### config.mk
export PLATFORM = sky130hd
export DESIGN_NAME = periodic_task_slot_scheduler_core
export DESIGN_NICKNAME = d
export VERILOG_FILES = /design/src/rtl/ptss_pkg.sv /design/src/rtl/ptss_out_reg.sv /design/src/rtl/ptss_ctrl.sv /design/src/rtl/periodic_task_slot_scheduler_core.sv
export VERILOG_INCLUDE_DIRS = /design/src /design/src/rtl
export SDC_FILE = /design/constraint.sdc
export NUM_CORES = 2
export LEC_CHECK = 0
export BUFFER_PORTS_ARGS = -buffer_cell sky130_fd_sc_hd__buf_2
export CELL_PAD_IN_SITES_DETAIL_PLACEMENT = 2
export CELL_PAD_IN_SITES_GLOBAL_PLACEMENT = 2
export CORE_MARGIN = 2
export CORE_UTILIZATION = 41
export DETAILED_ROUTE_END_ITERATION = 6
export GPL_TIMING_DRIVEN = 0
export PLACE_DENSITY = 0.78
export SLEW_MARGIN = 25
export SYNTH_ARGS = -nofsm -noshare
export SYNTH_HDL_FRONTEND = slang
export SYNTH_HIERARCHICAL = 1
export SYNTH_SLANG_ARGS = --single-unit
### constraint.sdc
create_clock -name clk -period 10.55 [get_ports clk]
set_clock_uncertainty 0.1 [all_clocks]
set_input_delay 1.5825 -clock clk [delete_from_list [all_inputs] [get_ports clk]]
set_output_delay 1.5825 -clock clk [all_outputs]
set_load 0.1 [all_outputs]
### src/rtl/assert_macros.svh
// ----------------------------------------------------------------------------
// Assertion macros
// Concurrent checks clocked on clk and disabled while rst is high.
// ----------------------------------------------------------------------------
`ifndef ASSERT_MACROS_SVH
`define ASSERT_MACROS_SVH

// condition holds on every edge
`define ASSERT_CLK(name, cond, msg) \
  name: assert property (@(posedge clk) disable iff (rst) (cond)) else $error(msg);

// same-cycle implication
`define ASSERT_IMP(name, ante, cons, msg) \
  name: assert property (@(posedge clk) disable iff (rst) (ante) |-> (cons)) else $error(msg);

// next-cycle implication
`define ASSERT_NXT(name, ante, cons, msg) \
  name: assert property (@(posedge clk) disable iff (rst) (ante) |=> (cons)) else $error(msg);

`endif

### src/rtl/ptss_pkg.sv
// ----------------------------------------------------------------------------
// ptss_pkg
// Shared types and constants of the periodic task slot scheduler.
// ----------------------------------------------------------------------------
package ptss_pkg;

  localparam int SLOT_COUNT_DEF = 16;

  localparam int OP_W        = 3;
  localparam int SLOT_W      = 5;
  localparam int PERIOD_W    = 32;
  localparam int KIND_W      = 3;
  localparam int TOTAL_W     = 5;
  localparam int IN_TDATA_W  = 40;
  localparam int OUT_TDATA_W = 16;
  localparam int OUT_PAD_W   = OUT_TDATA_W - KIND_W - SLOT_W - TOTAL_W;

  typedef enum logic [OP_W-1:0] {
    OP_TICK    = 3'd0,
    OP_CREATE  = 3'd1,
    OP_DELETE  = 3'd2,
    OP_SUSPEND = 3'd3,
    OP_RESUME  = 3'd4
  } opcode_t;

  typedef enum logic [KIND_W-1:0] {
    RK_CREATED    = 3'd0,
    RK_FULL       = 3'd1,
    RK_STATUS_SET = 3'd2,
    RK_BAD_SLOT   = 3'd3,
    RK_DUE        = 3'd4,
    RK_NONE_DUE   = 3'd5
  } kind_t;

  typedef enum logic [1:0] {
    ST_EMPTY     = 2'd0,
    ST_RUNNING   = 2'd1,
    ST_SUSPENDED = 2'd2,
    ST_DELETED   = 2'd3
  } status_t;

  typedef struct packed {
    kind_t              kind;
    logic [SLOT_W-1:0]  slot;
    logic [TOTAL_W-1:0] total;
    logic               last;
  } result_t;

endpackage

### src/rtl/ptss_out_reg.sv
// ----------------------------------------------------------------------------
// ptss_out_reg
// Output register between the scheduler core and the result stream.
// ----------------------------------------------------------------------------
module ptss_out_reg import ptss_pkg::*; (
  input  logic    clk,
  input  logic    rst,
  input  logic    push,
  input  result_t push_res,
  output logic    push_ready,
  output logic    m_valid,
  input  logic    m_ready,
  output result_t m_res
);

  logic    ov;
  result_t res;

  assign push_ready = !ov || m_ready;
  assign m_valid    = ov;
  assign m_res      = res;

  always_ff @(posedge clk) begin
    if (rst) begin
      ov <= 1'b0;
    end else if (push_ready) begin
      ov <= push;
    end
    if (push && push_ready) begin
      res <= push_res;
    end
  end

endmodule

### src/rtl/ptss_ctrl.sv
// ----------------------------------------------------------------------------
// ptss_ctrl
// Slot table memory and the sequencer that reads, updates and writes it.
// ----------------------------------------------------------------------------
`include "assert_macros.svh"

module ptss_ctrl import ptss_pkg::*; #(
  parameter int SLOT_COUNT = SLOT_COUNT_DEF
) (
  input  logic                clk,
  input  logic                rst,
  input  logic                in_valid,
  output logic                in_ready,
  input  logic [OP_W-1:0]     in_op,
  input  logic [SLOT_W-1:0]   in_slot,
  input  logic [PERIOD_W-1:0] in_period,
  output logic                push,
  output result_t             push_res,
  input  logic                push_ready
);

  localparam int SW   = $clog2(SLOT_COUNT + 2);
  localparam int AW   = $clog2(SLOT_COUNT + 1);
  localparam int CNTW = $clog2(SLOT_COUNT + 1);
  localparam int CMPW = (SW > SLOT_W) ? SW : SLOT_W;
  localparam logic [SW-1:0]   END_MARK = SW'(SLOT_COUNT + 1);
  localparam logic [SW-1:0]   HEAD     = '0;
  localparam logic [SW-1:0]   SLOT_MAX = SW'(SLOT_COUNT);
  localparam logic [CNTW-1:0] CNT_FULL = CNTW'(SLOT_COUNT);

  typedef struct packed {
    logic [SW-1:0]       link;
    status_t             status;
    logic [PERIOD_W-1:0] period;
    logic [PERIOD_W-1:0] last_fire;
  } entry_t;

  typedef enum logic [2:0] {
    S_IDLE,
    S_STAT_WR,
    S_CR_LINK,
    S_CR_NEW,
    S_WALK,
    S_FINISH
  } state_t;

  entry_t table_mem [1:SLOT_COUNT];
  entry_t rd_data;

  state_t              state;
  opcode_t             op;
  logic [SLOT_W-1:0]   req_slot;
  logic [PERIOD_W-1:0] req_period;
  logic [AW-1:0]       new_slot;
  logic [SW-1:0]       cur;
  logic [SW-1:0]       prev;
  entry_t              prev_e;
  logic [SW-1:0]       head;
  logic [SW-1:0]       tail;
  logic [SLOT_COUNT:1] occ;
  logic [CNTW-1:0]     occupied;
  logic [CNTW-1:0]     del_count;
  logic [PERIOD_W-1:0] time_now;
  logic                pend_valid;
  result_t             pend;

  logic          mem_we;
  logic [AW-1:0] mem_waddr;
  entry_t        mem_wdata;
  logic          mem_re;
  logic [AW-1:0] mem_raddr;

  logic          in_range;
  logic          slot_ok;
  logic          full;
  logic [AW-1:0] free_slot;
  logic          due;
  logic          stall;
  logic          advance;
  logic          walk_end;
  logic [SW-1:0] nx;
  entry_t        cur_upd;
  status_t       new_status;

  assign in_ready = (state == S_IDLE);
  assign in_range = (in_slot != '0) && (CMPW'(in_slot) <= CMPW'(SLOT_COUNT));
  assign slot_ok  = in_range && occ[AW'(in_slot)];
  assign full     = (occupied == CNT_FULL);

  always_comb begin
    free_slot = '0;
    for (int i = SLOT_COUNT; i >= 1; i--) begin
      if (!occ[i]) begin
        free_slot = AW'(i);
      end
    end
  end

  always_comb begin
    unique case (op)
      OP_DELETE:  new_status = ST_DELETED;
      OP_SUSPEND: new_status = ST_SUSPENDED;
      default:    new_status = ST_RUNNING;
    endcase
  end

  // walk step: decide on the entry that came back from the table
  assign nx       = rd_data.link;
  assign walk_end = (nx == HEAD) || (nx > SLOT_MAX);
  assign due      = (rd_data.status == ST_RUNNING) &&
                    ((time_now - rd_data.last_fire) >= rd_data.period);
  assign stall    = due && pend_valid && !push_ready;
  assign advance  = (state == S_WALK) && !stall;

  always_comb begin
    cur_upd = rd_data;
    if (due) begin
      cur_upd.last_fire = time_now;
    end
  end

  always_comb begin
    mem_we    = 1'b0;
    mem_waddr = '0;
    mem_wdata = rd_data;
    mem_re    = 1'b0;
    mem_raddr = '0;
    push      = 1'b0;
    push_res  = pend;
    unique case (state)
      S_IDLE: begin
        if (in_valid) begin
          unique case (opcode_t'(in_op))
            OP_TICK: begin
              mem_re    = (head != END_MARK);
              mem_raddr = AW'(head);
            end
            OP_CREATE: begin
              mem_re    = !full && (tail != HEAD);
              mem_raddr = AW'(tail);
            end
            OP_DELETE, OP_SUSPEND, OP_RESUME: begin
              mem_re    = slot_ok;
              mem_raddr = AW'(in_slot);
            end
            default: ;
          endcase
        end
      end
      S_STAT_WR: begin
        mem_we           = 1'b1;
        mem_waddr        = AW'(req_slot);
        mem_wdata.status = new_status;
      end
      S_CR_LINK: begin
        mem_we         = 1'b1;
        mem_waddr      = AW'(tail);
        mem_wdata.link = SW'(new_slot);
      end
      S_CR_NEW: begin
        mem_we    = 1'b1;
        mem_waddr = new_slot;
        mem_wdata = '{link: END_MARK, status: ST_RUNNING, period: req_period,
                      last_fire: '0};
      end
      S_WALK: begin
        if (advance) begin
          if (due) begin
            mem_we    = 1'b1;
            mem_waddr = AW'(cur);
            mem_wdata = cur_upd;
            push      = pend_valid;
          end else if ((rd_data.status == ST_DELETED) && (prev != HEAD)) begin
            mem_we         = 1'b1;
            mem_waddr      = AW'(prev);
            mem_wdata      = prev_e;
            mem_wdata.link = nx;
          end
          mem_re    = !walk_end;
          mem_raddr = AW'(nx);
        end
      end
      S_FINISH: begin
        push = 1'b1;
        if (!pend_valid) begin
          push_res = '{kind: RK_NONE_DUE, slot: '0, total: TOTAL_W'(occupied), last: 1'b0};
        end
        push_res.last = 1'b1;
      end
      default: ;
    endcase
  end

  // one write and one registered read per cycle; the sequencer never reads
  // an entry in the cycle it is written
  always_ff @(posedge clk) begin
    if (mem_we) begin
      table_mem[mem_waddr] <= mem_wdata;
    end
    if (mem_re) begin
      rd_data <= table_mem[mem_raddr];
    end
  end

  always_ff @(posedge clk) begin
    if (rst) begin
      state      <= S_IDLE;
      head       <= END_MARK;
      tail       <= HEAD;
      occ        <= '0;
      occupied   <= '0;
      del_count  <= '0;
      time_now   <= '0;
      pend_valid <= 1'b0;
    end else begin
      unique case (state)
        S_IDLE: begin
          if (in_valid) begin
            op         <= opcode_t'(in_op);
            req_slot   <= in_slot;
            req_period <= in_period;
            new_slot   <= free_slot;
            unique case (opcode_t'(in_op))
              OP_TICK: begin
                time_now   <= time_now + 1'b1;
                occupied   <= occupied - del_count;
                del_count  <= '0;
                pend_valid <= 1'b0;
                cur        <= head;
                prev       <= HEAD;
                state      <= (head == END_MARK) ? S_FINISH : S_WALK;
              end
              OP_CREATE: begin
                if (full) begin
                  pend_valid <= 1'b1;
                  pend       <= '{kind: RK_FULL, slot: '0, total: TOTAL_W'(occupied),
                                  last: 1'b0};
                  state      <= S_FINISH;
                end else if (tail == HEAD) begin
                  state <= S_CR_NEW;
                end else begin
                  state <= S_CR_LINK;
                end
              end
              OP_DELETE, OP_SUSPEND, OP_RESUME: begin
                if (slot_ok) begin
                  state <= S_STAT_WR;
                end else begin
                  pend_valid <= 1'b1;
                  pend       <= '{kind: RK_BAD_SLOT, slot: in_slot,
                                  total: TOTAL_W'(occupied), last: 1'b0};
                  state      <= S_FINISH;
                end
              end
              default: ;
            endcase
          end
        end
        S_STAT_WR: begin
          if ((rd_data.status != ST_DELETED) && (new_status == ST_DELETED)) begin
            del_count <= del_count + 1'b1;
          end else if ((rd_data.status == ST_DELETED) && (new_status != ST_DELETED)) begin
            del_count <= del_count - 1'b1;
          end
          pend_valid <= 1'b1;
          pend       <= '{kind: RK_STATUS_SET, slot: req_slot,
                          total: TOTAL_W'(occupied), last: 1'b0};
          state      <= S_FINISH;
        end
        S_CR_LINK: begin
          state <= S_CR_NEW;
        end
        S_CR_NEW: begin
          if (tail == HEAD) begin
            head <= SW'(new_slot);
          end
          occ[new_slot] <= 1'b1;
          occupied      <= occupied + 1'b1;
          tail          <= SW'(new_slot);
          pend_valid    <= 1'b1;
          pend          <= '{kind: RK_CREATED, slot: SLOT_W'(new_slot),
                             total: TOTAL_W'(occupied + 1'b1), last: 1'b0};
          state         <= S_FINISH;
        end
        S_WALK: begin
          if (advance) begin
            if (due) begin
              pend_valid <= 1'b1;
              pend       <= '{kind: RK_DUE, slot: SLOT_W'(cur),
                              total: TOTAL_W'(occupied), last: 1'b0};
            end
            if (rd_data.status == ST_DELETED) begin
              occ[AW'(cur)] <= 1'b0;
              prev_e.link   <= nx;
              if (prev == HEAD) begin
                head <= nx;
              end
              if (cur == tail) begin
                tail <= prev;
              end
            end else begin
              prev   <= cur;
              prev_e <= cur_upd;
            end
            if (walk_end) begin
              state <= S_FINISH;
            end else begin
              cur <= nx;
            end
          end
        end
        S_FINISH: begin
          if (push_ready) begin
            pend_valid <= 1'b0;
            state      <= S_IDLE;
          end
        end
        default: state <= S_IDLE;
      endcase
    end
  end

  `ASSERT_IMP(a_idle_count, state == S_IDLE, $countones(occ) == int'(occupied), "occupancy count out of step")
  `ASSERT_CLK(a_del_bound, del_count <= occupied, "more slots marked deleted than occupied")
  `ASSERT_CLK(a_list_ends, (head == END_MARK) == (tail == HEAD), "head and tail disagree on empty list")
  `ASSERT_IMP(a_push_ok, push && (state == S_WALK), push_ready, "walk pushed into a full output")
  `ASSERT_NXT(a_finish, (state == S_FINISH) && push_ready, (state == S_IDLE) && !pend_valid, "final transfer did not close the item")

endmodule

### src/rtl/periodic_task_slot_scheduler_core.sv
// ----------------------------------------------------------------------------
// periodic_task_slot_scheduler_core
// Task slot table with creation-order list, tick-driven due reporting.
// ----------------------------------------------------------------------------
// Commands arrive on the s_ stream, one transfer per command; results leave
// on the m_ stream, m_tlast marking the final result of each command.
// Create, delete, suspend and resume give one result each; a tick gives one
// result per due task in list order, or a single none-due result.
// Path from command transfer to the result in the output register: status
// commands pass S_STAT_WR and S_FINISH; create passes S_CR_NEW and S_FINISH
// into an empty list, with S_CR_LINK ahead of them otherwise. A tick on an
// empty list goes straight to S_FINISH; a walk holds each due result until
// the next due task turns up, so the first one is pushed when the second
// due task is read, or from S_FINISH when at most one task is due. A tick
// walks the linked tasks with one table entry read per cycle through the
// single read port of the slot table, unless the output stalls it. Unknown
// opcodes are taken and dropped. A new command is taken while a finished
// result still waits in the output register. When the receiver stalls, a
// tick walk holds on the next due task until the output register frees.
// Reset empties the table and the list, clears time and counts, and drops
// any pending result; no clearing pass is needed, so commands are taken
// from the first cycle after reset.
// ----------------------------------------------------------------------------
module periodic_task_slot_scheduler_core import ptss_pkg::*; #(
  parameter int SLOT_COUNT = SLOT_COUNT_DEF
) (
  input  logic                   clk,
  input  logic                   rst,
  input  logic                   s_tvalid,
  output logic                   s_tready,
  input  logic [IN_TDATA_W-1:0]  s_tdata,   // opcode, task_slot, task_period
  output logic                   m_tvalid,
  input  logic                   m_tready,
  output logic [OUT_TDATA_W-1:0] m_tdata,   // result_kind, result_slot, task_total
  output logic                   m_tlast
);

  logic    push;
  logic    push_ready;
  result_t push_res;
  result_t m_res;

  ptss_ctrl #(
    .SLOT_COUNT (SLOT_COUNT)
  ) u_ctrl (
    .clk        (clk),
    .rst        (rst),
    .in_valid   (s_tvalid),
    .in_ready   (s_tready),
    .in_op      (s_tdata[OP_W-1:0]),
    .in_slot    (s_tdata[OP_W+SLOT_W-1:OP_W]),
    .in_period  (s_tdata[OP_W+SLOT_W+PERIOD_W-1:OP_W+SLOT_W]),
    .push       (push),
    .push_res   (push_res),
    .push_ready (push_ready)
  );

  ptss_out_reg u_out (
    .clk        (clk),
    .rst        (rst),
    .push       (push),
    .push_res   (push_res),
    .push_ready (push_ready),
    .m_valid    (m_tvalid),
    .m_ready    (m_tready),
    .m_res      (m_res)
  );

  assign m_tdata = {{OUT_PAD_W{1'b0}}, m_res.total, m_res.slot, m_res.kind};
  assign m_tlast = m_res.last;

endmodule

* Word-level counts from Yosys, hierarchy flattened
Memory sizes are Yosys's and may differ from the RTL's. A register that Yosys moved wholly into a read port is not among the register bits. Index checks and enable logic that the tools add are counted.
Operators by class: add/subtract/negate cells 6, order comparisons 8, equality and inequality tests 37, mux-type cells 105, bitwise logic cells 5, reductions and logical operators 53
Operators by type and width (number):
- two-way mux 66 bit | 3
- one-hot mux 64 bit (2 select lines) | 1
- two-way mux 5 bit | 25
- two-way mux 14 bit | 7
- one-hot mux 5 bit (2 select lines) | 7
- one-hot mux 14 bit (4 select lines) | 1
- adder 32 x 1 -> 32 bit (second input constant) | 1
- >= comparator 32 bit | 1
- two-way mux 16 bit | 2
- two-way mux 32 bit | 1
- two-way mux 4 bit | 8
- one-hot mux 16 bit (2 select lines) | 1
- subtractor 32 bit | 1
- two-way mux 3 bit | 10
- one-hot mux 5 bit (3 select lines) | 2
- one-hot mux 14 bit (2 select lines) | 1
- two-way mux 1 bit | 20
- one-hot mux 5 bit (4 select lines) | 1
- equality test 3 x 2 -> 1 bit (second input constant) | 6
- less-than comparator 5 x 6 -> 1 bit (second input constant) | 3
- AND 16 bit | 1
- != test 2 bit (second input constant) | 8
- inverter 16 bit | 1
- OR 16 bit | 1
- 46 further kinds | 101
Storage, ports and cells: register bits after elaboration 222, memory bits (writable) 1136, input bits 44, output and inout bits 19, logic and storage cells 244, memories 1
Memories:
- u_ctrl.table_mem | depth 16, bits a word 71, rd ports 1, clocked after Yosys merged registers in 1, wr ports 1, line ptss_ctrl.sv:47 | entry_t table_mem [1:SLOT_COUNT];

* Depth between registers and ports, before layout
depth in word-level cells 15, depth in mapped cells 28, mapped depth without buffers 26

* Modules after synthesis
The synthesis kept the hierarchy.
Modules (own cells, without submodules):
- ptss_ctrl | times used 1, cells an instance 4353, area an instance 59452.0 µm²
- ptss_out_reg | times used 1, cells an instance 19, area an instance 475.5 µm²
- periodic_task_slot_scheduler_core | times used 1, cells an instance 4, area an instance 26.3 µm²

* Worst setup path before layout
OpenSTA, ideal clock, no wires.
kind flip-flop to flip-flop, start register, netlist name u_ctrl/rd_data[5], end memory u_ctrl/table_mem[14][0] (netlist bit), enable pin, arrival time 9596 ps, slack 267 ps, cell stages (with the launch flop) 24, buffers on the path 1, cell sequence edfxtp_1 inv_1 ha_1 o21ai_0 a2111oi_0 o31ai_1 a31o_2 o31ai_1 a211oi_1 o31ai_1 o21a_1 nor2_1 xnor2_1 ha_1 nand4_1 nor4_2 o311a_1 o21ai_1 buf_2 o2bb2a_1 nor2_1 nor2_1 or2_2 nor3_1
On the way: word-level cells in the longest chain between the ends 11, elaborated cells between the ends (all ways) 15, those cells by class 1 x add/sub; 1 x order compare; 8 x mux; 5 x reduce/logical
RTL lines:
- subtractor 32 bit (*) | line ptss_ctrl.sv:111 | ((time_now - rd_data.last_fire) >= rd_data.period);
- >= comparator 32 bit (*) | line ptss_ctrl.sv:111
- logical AND 1 bit (*) | line ptss_ctrl.sv:110 | assign due = (rd_data.status == ST_RUNNING) &&
- logical AND 1 bit (2 in series) | line ptss_ctrl.sv:112 | assign stall = due && pend_valid && !push_ready;
- logical NOT 1 bit | line ptss_ctrl.sv:113 | assign advance = (state == S_WALK) && !stall;
- logical AND 1 bit | line ptss_ctrl.sv:113
- two-way mux 1 bit | line ptss_ctrl.sv:167 | if (advance) begin
- one-hot mux 1 bit (2 select lines) | line ptss_ctrl.sv:130 | unique case (state)
- two-way mux 1 bit | line ptss_ctrl.sv:197 | if (mem_we) begin
- two-way mux 1 bit (implied by the code) | line ptss_ctrl.sv:198 | table_mem[mem_waddr] <= mem_wdata;
- end: declaration | line ptss_ctrl.sv:47
Every way passes the cells marked *; elsewhere a longest branch is shown, timed or not.

* Final worst setup path
start register, netlist name u_ctrl/rd_data[5], end register, netlist name u_ctrl/cur_upd[55]
On the way: word-level cells in the longest chain between the ends 9, elaborated cells between the ends (all ways) 11, those cells by class 1 x add/sub; 1 x order compare; 4 x mux; 5 x reduce/logical
RTL lines (line):
- subtractor 32 bit (*) | ptss_ctrl.sv:111
- >= comparator 32 bit (*) | ptss_ctrl.sv:111
- logical AND 1 bit (*) | ptss_ctrl.sv:110
- logical AND 1 bit (*) (2 in series) | ptss_ctrl.sv:112
- logical NOT 1 bit (*) | ptss_ctrl.sv:113
- logical AND 1 bit (*) | ptss_ctrl.sv:113
- two-way mux 5 bit / two-way mux 1 bit (equally long branches) | ptss_ctrl.sv:167
- one-hot mux 5 bit (2 select lines) / one-hot mux 1 bit (2 select lines) (equally long branches) | ptss_ctrl.sv:130
Marked as above. A chain may end at the register's enable or synchronous reset.

==> out/results.tsv <==
stage	metric	value	unit
finish	area of the multi-input gates	16550	um2
setup_path	Top cell by count, worst path	o31ai_1	
yosys	synthesized flop and latch total	1428	
setup_path	slowest CP cell	buf_2	
floorplanning	Initial Utilization	41.24	%
drt	Met3 Routed Length	17140	um
power	worst vdd ir	0.1577	mV
drt	1st-iter DRT viols	4562	
status	outcome	complete, no violations	
yosys	top-count cell post-synth	edfxtp_1	
yosys	synth cell count leaders	edfxtp_1 (1355), nand2_1 (908), nand3_1 (179)	
sta	Worst Setup Slack, final	0.6856	ns
yosys	register area share after synthesis	70.30	%
drt	DRC	0	
global_route	initial antenna violation count	13	
drt	DR vias	42290	
cts	CTS Buf Count	154	
finish	final core occ	47.76	%
drt	post-route ant nets	0	
yosys	Syn Area/Cell	13.70	um2
setup_path	critical path arrival	10.41	ns
place	post-place setup slack	1.498	ns
setup_path	Critical path buffers and inverters	5	
global_route	total gr overflow	0	
cts	CTS tree	yes	
yosys	Yosys warning total	6	
yosys	ys async rst share	0	%
sta	Slew HR	22.42	%
setup_path	cell family with most CP delay	compound AO/OA/AOI/OAI gates	
cts	TritonCTS Sinks	1428	
cts	Root Driver	clkbuf_16	
place	GP Congestion	0.8773	
setup_path	Worst setup SP type	flop	
floorplanning	die width	386.4	um
setup_path	Req. time, crit path	11.09	ns
sta	Final Cycle Share	93.50	%
floorplanning	FP Rows	140	
min_path	worst min-delay path class	reg -> reg	
sta	fin. max-slew vios	0	
finish	Area Growth Syn to Fin	15.81	%
global_route	Total GRT Usage	31.27	%
sta	worst slew pin tran	1.164	ns
power	Power per Cell Area	263.2	nW/um2
setup_path	CP max FO	10	
yosys	Yosys top cell by area	edfxtp_1	
floorplanning	core area	145400	um2
yosys	ys flop type	edfxtp_1	
yosys	Synth top area share	67.87	%
yosys	Synth area leaders	edfxtp_1 (68%), nand2_1 (5.7%), mux2i_1 (2.8%)	
cts	CTS clock-pin slew for the worst setup and hold paths	0.07	ns
drt	Met2 Wirelength	115800	um
drt	wire per inst	35.24	um
drt	First-pass DRT Iterations	5	
cts	Post-CTS Resized	0	
finish	Final #Nets	4821	
place	HPWL Detailed	153200	um
drt	WL final	237800	um
sta	final hold viol count	0	
sta	f_max	0.1014	GHz
yosys	Post-Syn Area	59950	um2
global_route	pin count of the biggest net entering global routing	41	
sta	RSZ-0062 raised after global routing	no	
cts	# Post-CTS Setup Buffers	0	
drt	Via density	6.267	
flow_run	Max-Cap Viols	0	
global_route	vias in the first global route	46400	
setup_path	Worst setup EP type	flop	
drt	DR top layer	met5	
setup_path	CP Class	reg -> reg	
yosys	library cells used by synthesis	77	
floorplanning	Die ar.	149300	um2
cts	Hold Buf Count CTS	0	
finish	Reg area	42150	um2
global_route	wire length of the first global-routing pass	338800	um
floorplanning	Die Ht	386.4	um
power	leakage power total	24.63	nW
drt	Post-Route M1 WL	89750	um
place	IO Port Bufs	59	
cts	CTS Buffer Depth	3	
finish	Fill cells	13800	
finish	share of cells above drive strength 1	13.39	%
floorplanning	IO Count	63	
yosys	synthesized instance count	4376	
setup_path	Worst path max stage delay	0.81	ns
cts	clock latency at the later pin of the worst-skew pair	0.82	ns
sta	min Tclk post-route	9.864	ns
yosys	EDFF count, synth	1355	
cts	level count of the clock H-tree	4	
sta	Final setup viols	0	
[state kept, by name (all words and copies together), names as in the netlist]
register / flops
u_ctrl/tail: 5
u_ctrl/cur: 5
u_ctrl/pend_valid: 1
u_ctrl/new_slot: 5
u_ctrl/req_slot: 5
u_ctrl/cur_upd: 34
u_ctrl/del_count: 5
u_ctrl/pend: 13
u_ctrl/state: 3
u_ctrl/nx: 5
u_ctrl/prev_e: 66
u_ctrl/occupied: 5
u_ctrl/prev: 5
u_ctrl/op: 3
u_ctrl/rd_data: 32
u_ctrl/head: 5
u_out/m_valid: 1
u_out/m_res: 14
u_ctrl/table_mem: 1136
u_ctrl/time_now: 32
u_ctrl/req_period: 32
u_ctrl/occ: 16
[power breakdown]
group	total, mW	internal [mW]	switching (mW)
Combinational	5.22	1.39	3.83
Sequential	7.62	7.35	0.274
Clock	5.43	2.99	2.44
[area by class of cell]
type / count / area share, %
clock buffers: 204 / 6.001
clock inverters: 76 / 1.009
inverters: 98 / 0.5298
diodes: 8 / 0.02883
flip-flops and latches: 1428 / 60.71
plain buffers: 252 / 1.634
well taps: 1917 / 3.454
repair buffers: 166 / 2.799
multi-input cells: 2600 / 23.84
[cell families after synthesis]
kind of cell / count (synthesis) / synth area share [%]
and+or+nand+nor: 1534 / 11.33
muxes: 209 / 3.654
DFF: 1428 / 70.30
xor gates and xnor gates: 71 / 1.037
AOI/OAI and AO/OA: 706 / 9.537
other: 1 / 0.006255
adders and majority gates: 77 / 1.645
buffers and inverters: 350 / 2.488
[final timing paths]
check        slack (ns)  cells after the start          startpoint                  to
min                0.41                      0  u_ctrl/cur_upd[64]   u_ctrl/prev_e[64]
max                0.69                     25   u_ctrl/rd_data[5]  u_ctrl/cur_upd[55]
max reg2reg        0.69                     25   u_ctrl/rd_data[5]  u_ctrl/cur_upd[55]
min reg2reg        0.41                      0  u_ctrl/cur_upd[64]   u_ctrl/prev_e[64]
[layout by cell type (no fill, tap or decap), drive strengths merged, types with 20 or more instances in the layout]
cell / n
edfxtp: 1355
nand2: 909
clkbuf: 364
buf: 258
nand3: 179
mux2i: 166
nor2: 138
a21oi: 106
inv: 102
nor2b: 98
and3: 98
o21ai: 90
a31oi: 80
a211oi: 75
ha: 74
dfxtp: 73
a2111oi: 73
a32o: 70
a41o: 70
clkinv: 59
a22oi: 44
xor2: 39
mux2: 39
xnor2: 32
a21o: 27
a221o: 20
[metrics by stage]
step | setup TNS (ns) | power (mW) | hold WS, ns | cell area, um2 | instances
after CTS | 0 | 18.23 | 0.4041 | 69400 | 6741
after floorplan | 0 | 10.33 | 0.3495 | 59960 | 4378
after global routing | 0 | 18.74 | 0.4084 | 69430 | 6748
after detailed placement | 0 | 12.65 | 0.3917 | 64530 | 6461
after global placement | -3888.80 | 12.12 | 0.3637 | 62660 | 6354
final | 0 | 18.28 | 0.4124 | 69430 | 6749
[layer usage]
metal	vias up	track usage [%]
met1	22300	38.25
li1	17190	-
met5	-	0
met4	2	18.02
met2	2133	52.40
met3	668	5.252
(Power assumes the default switching activity.)
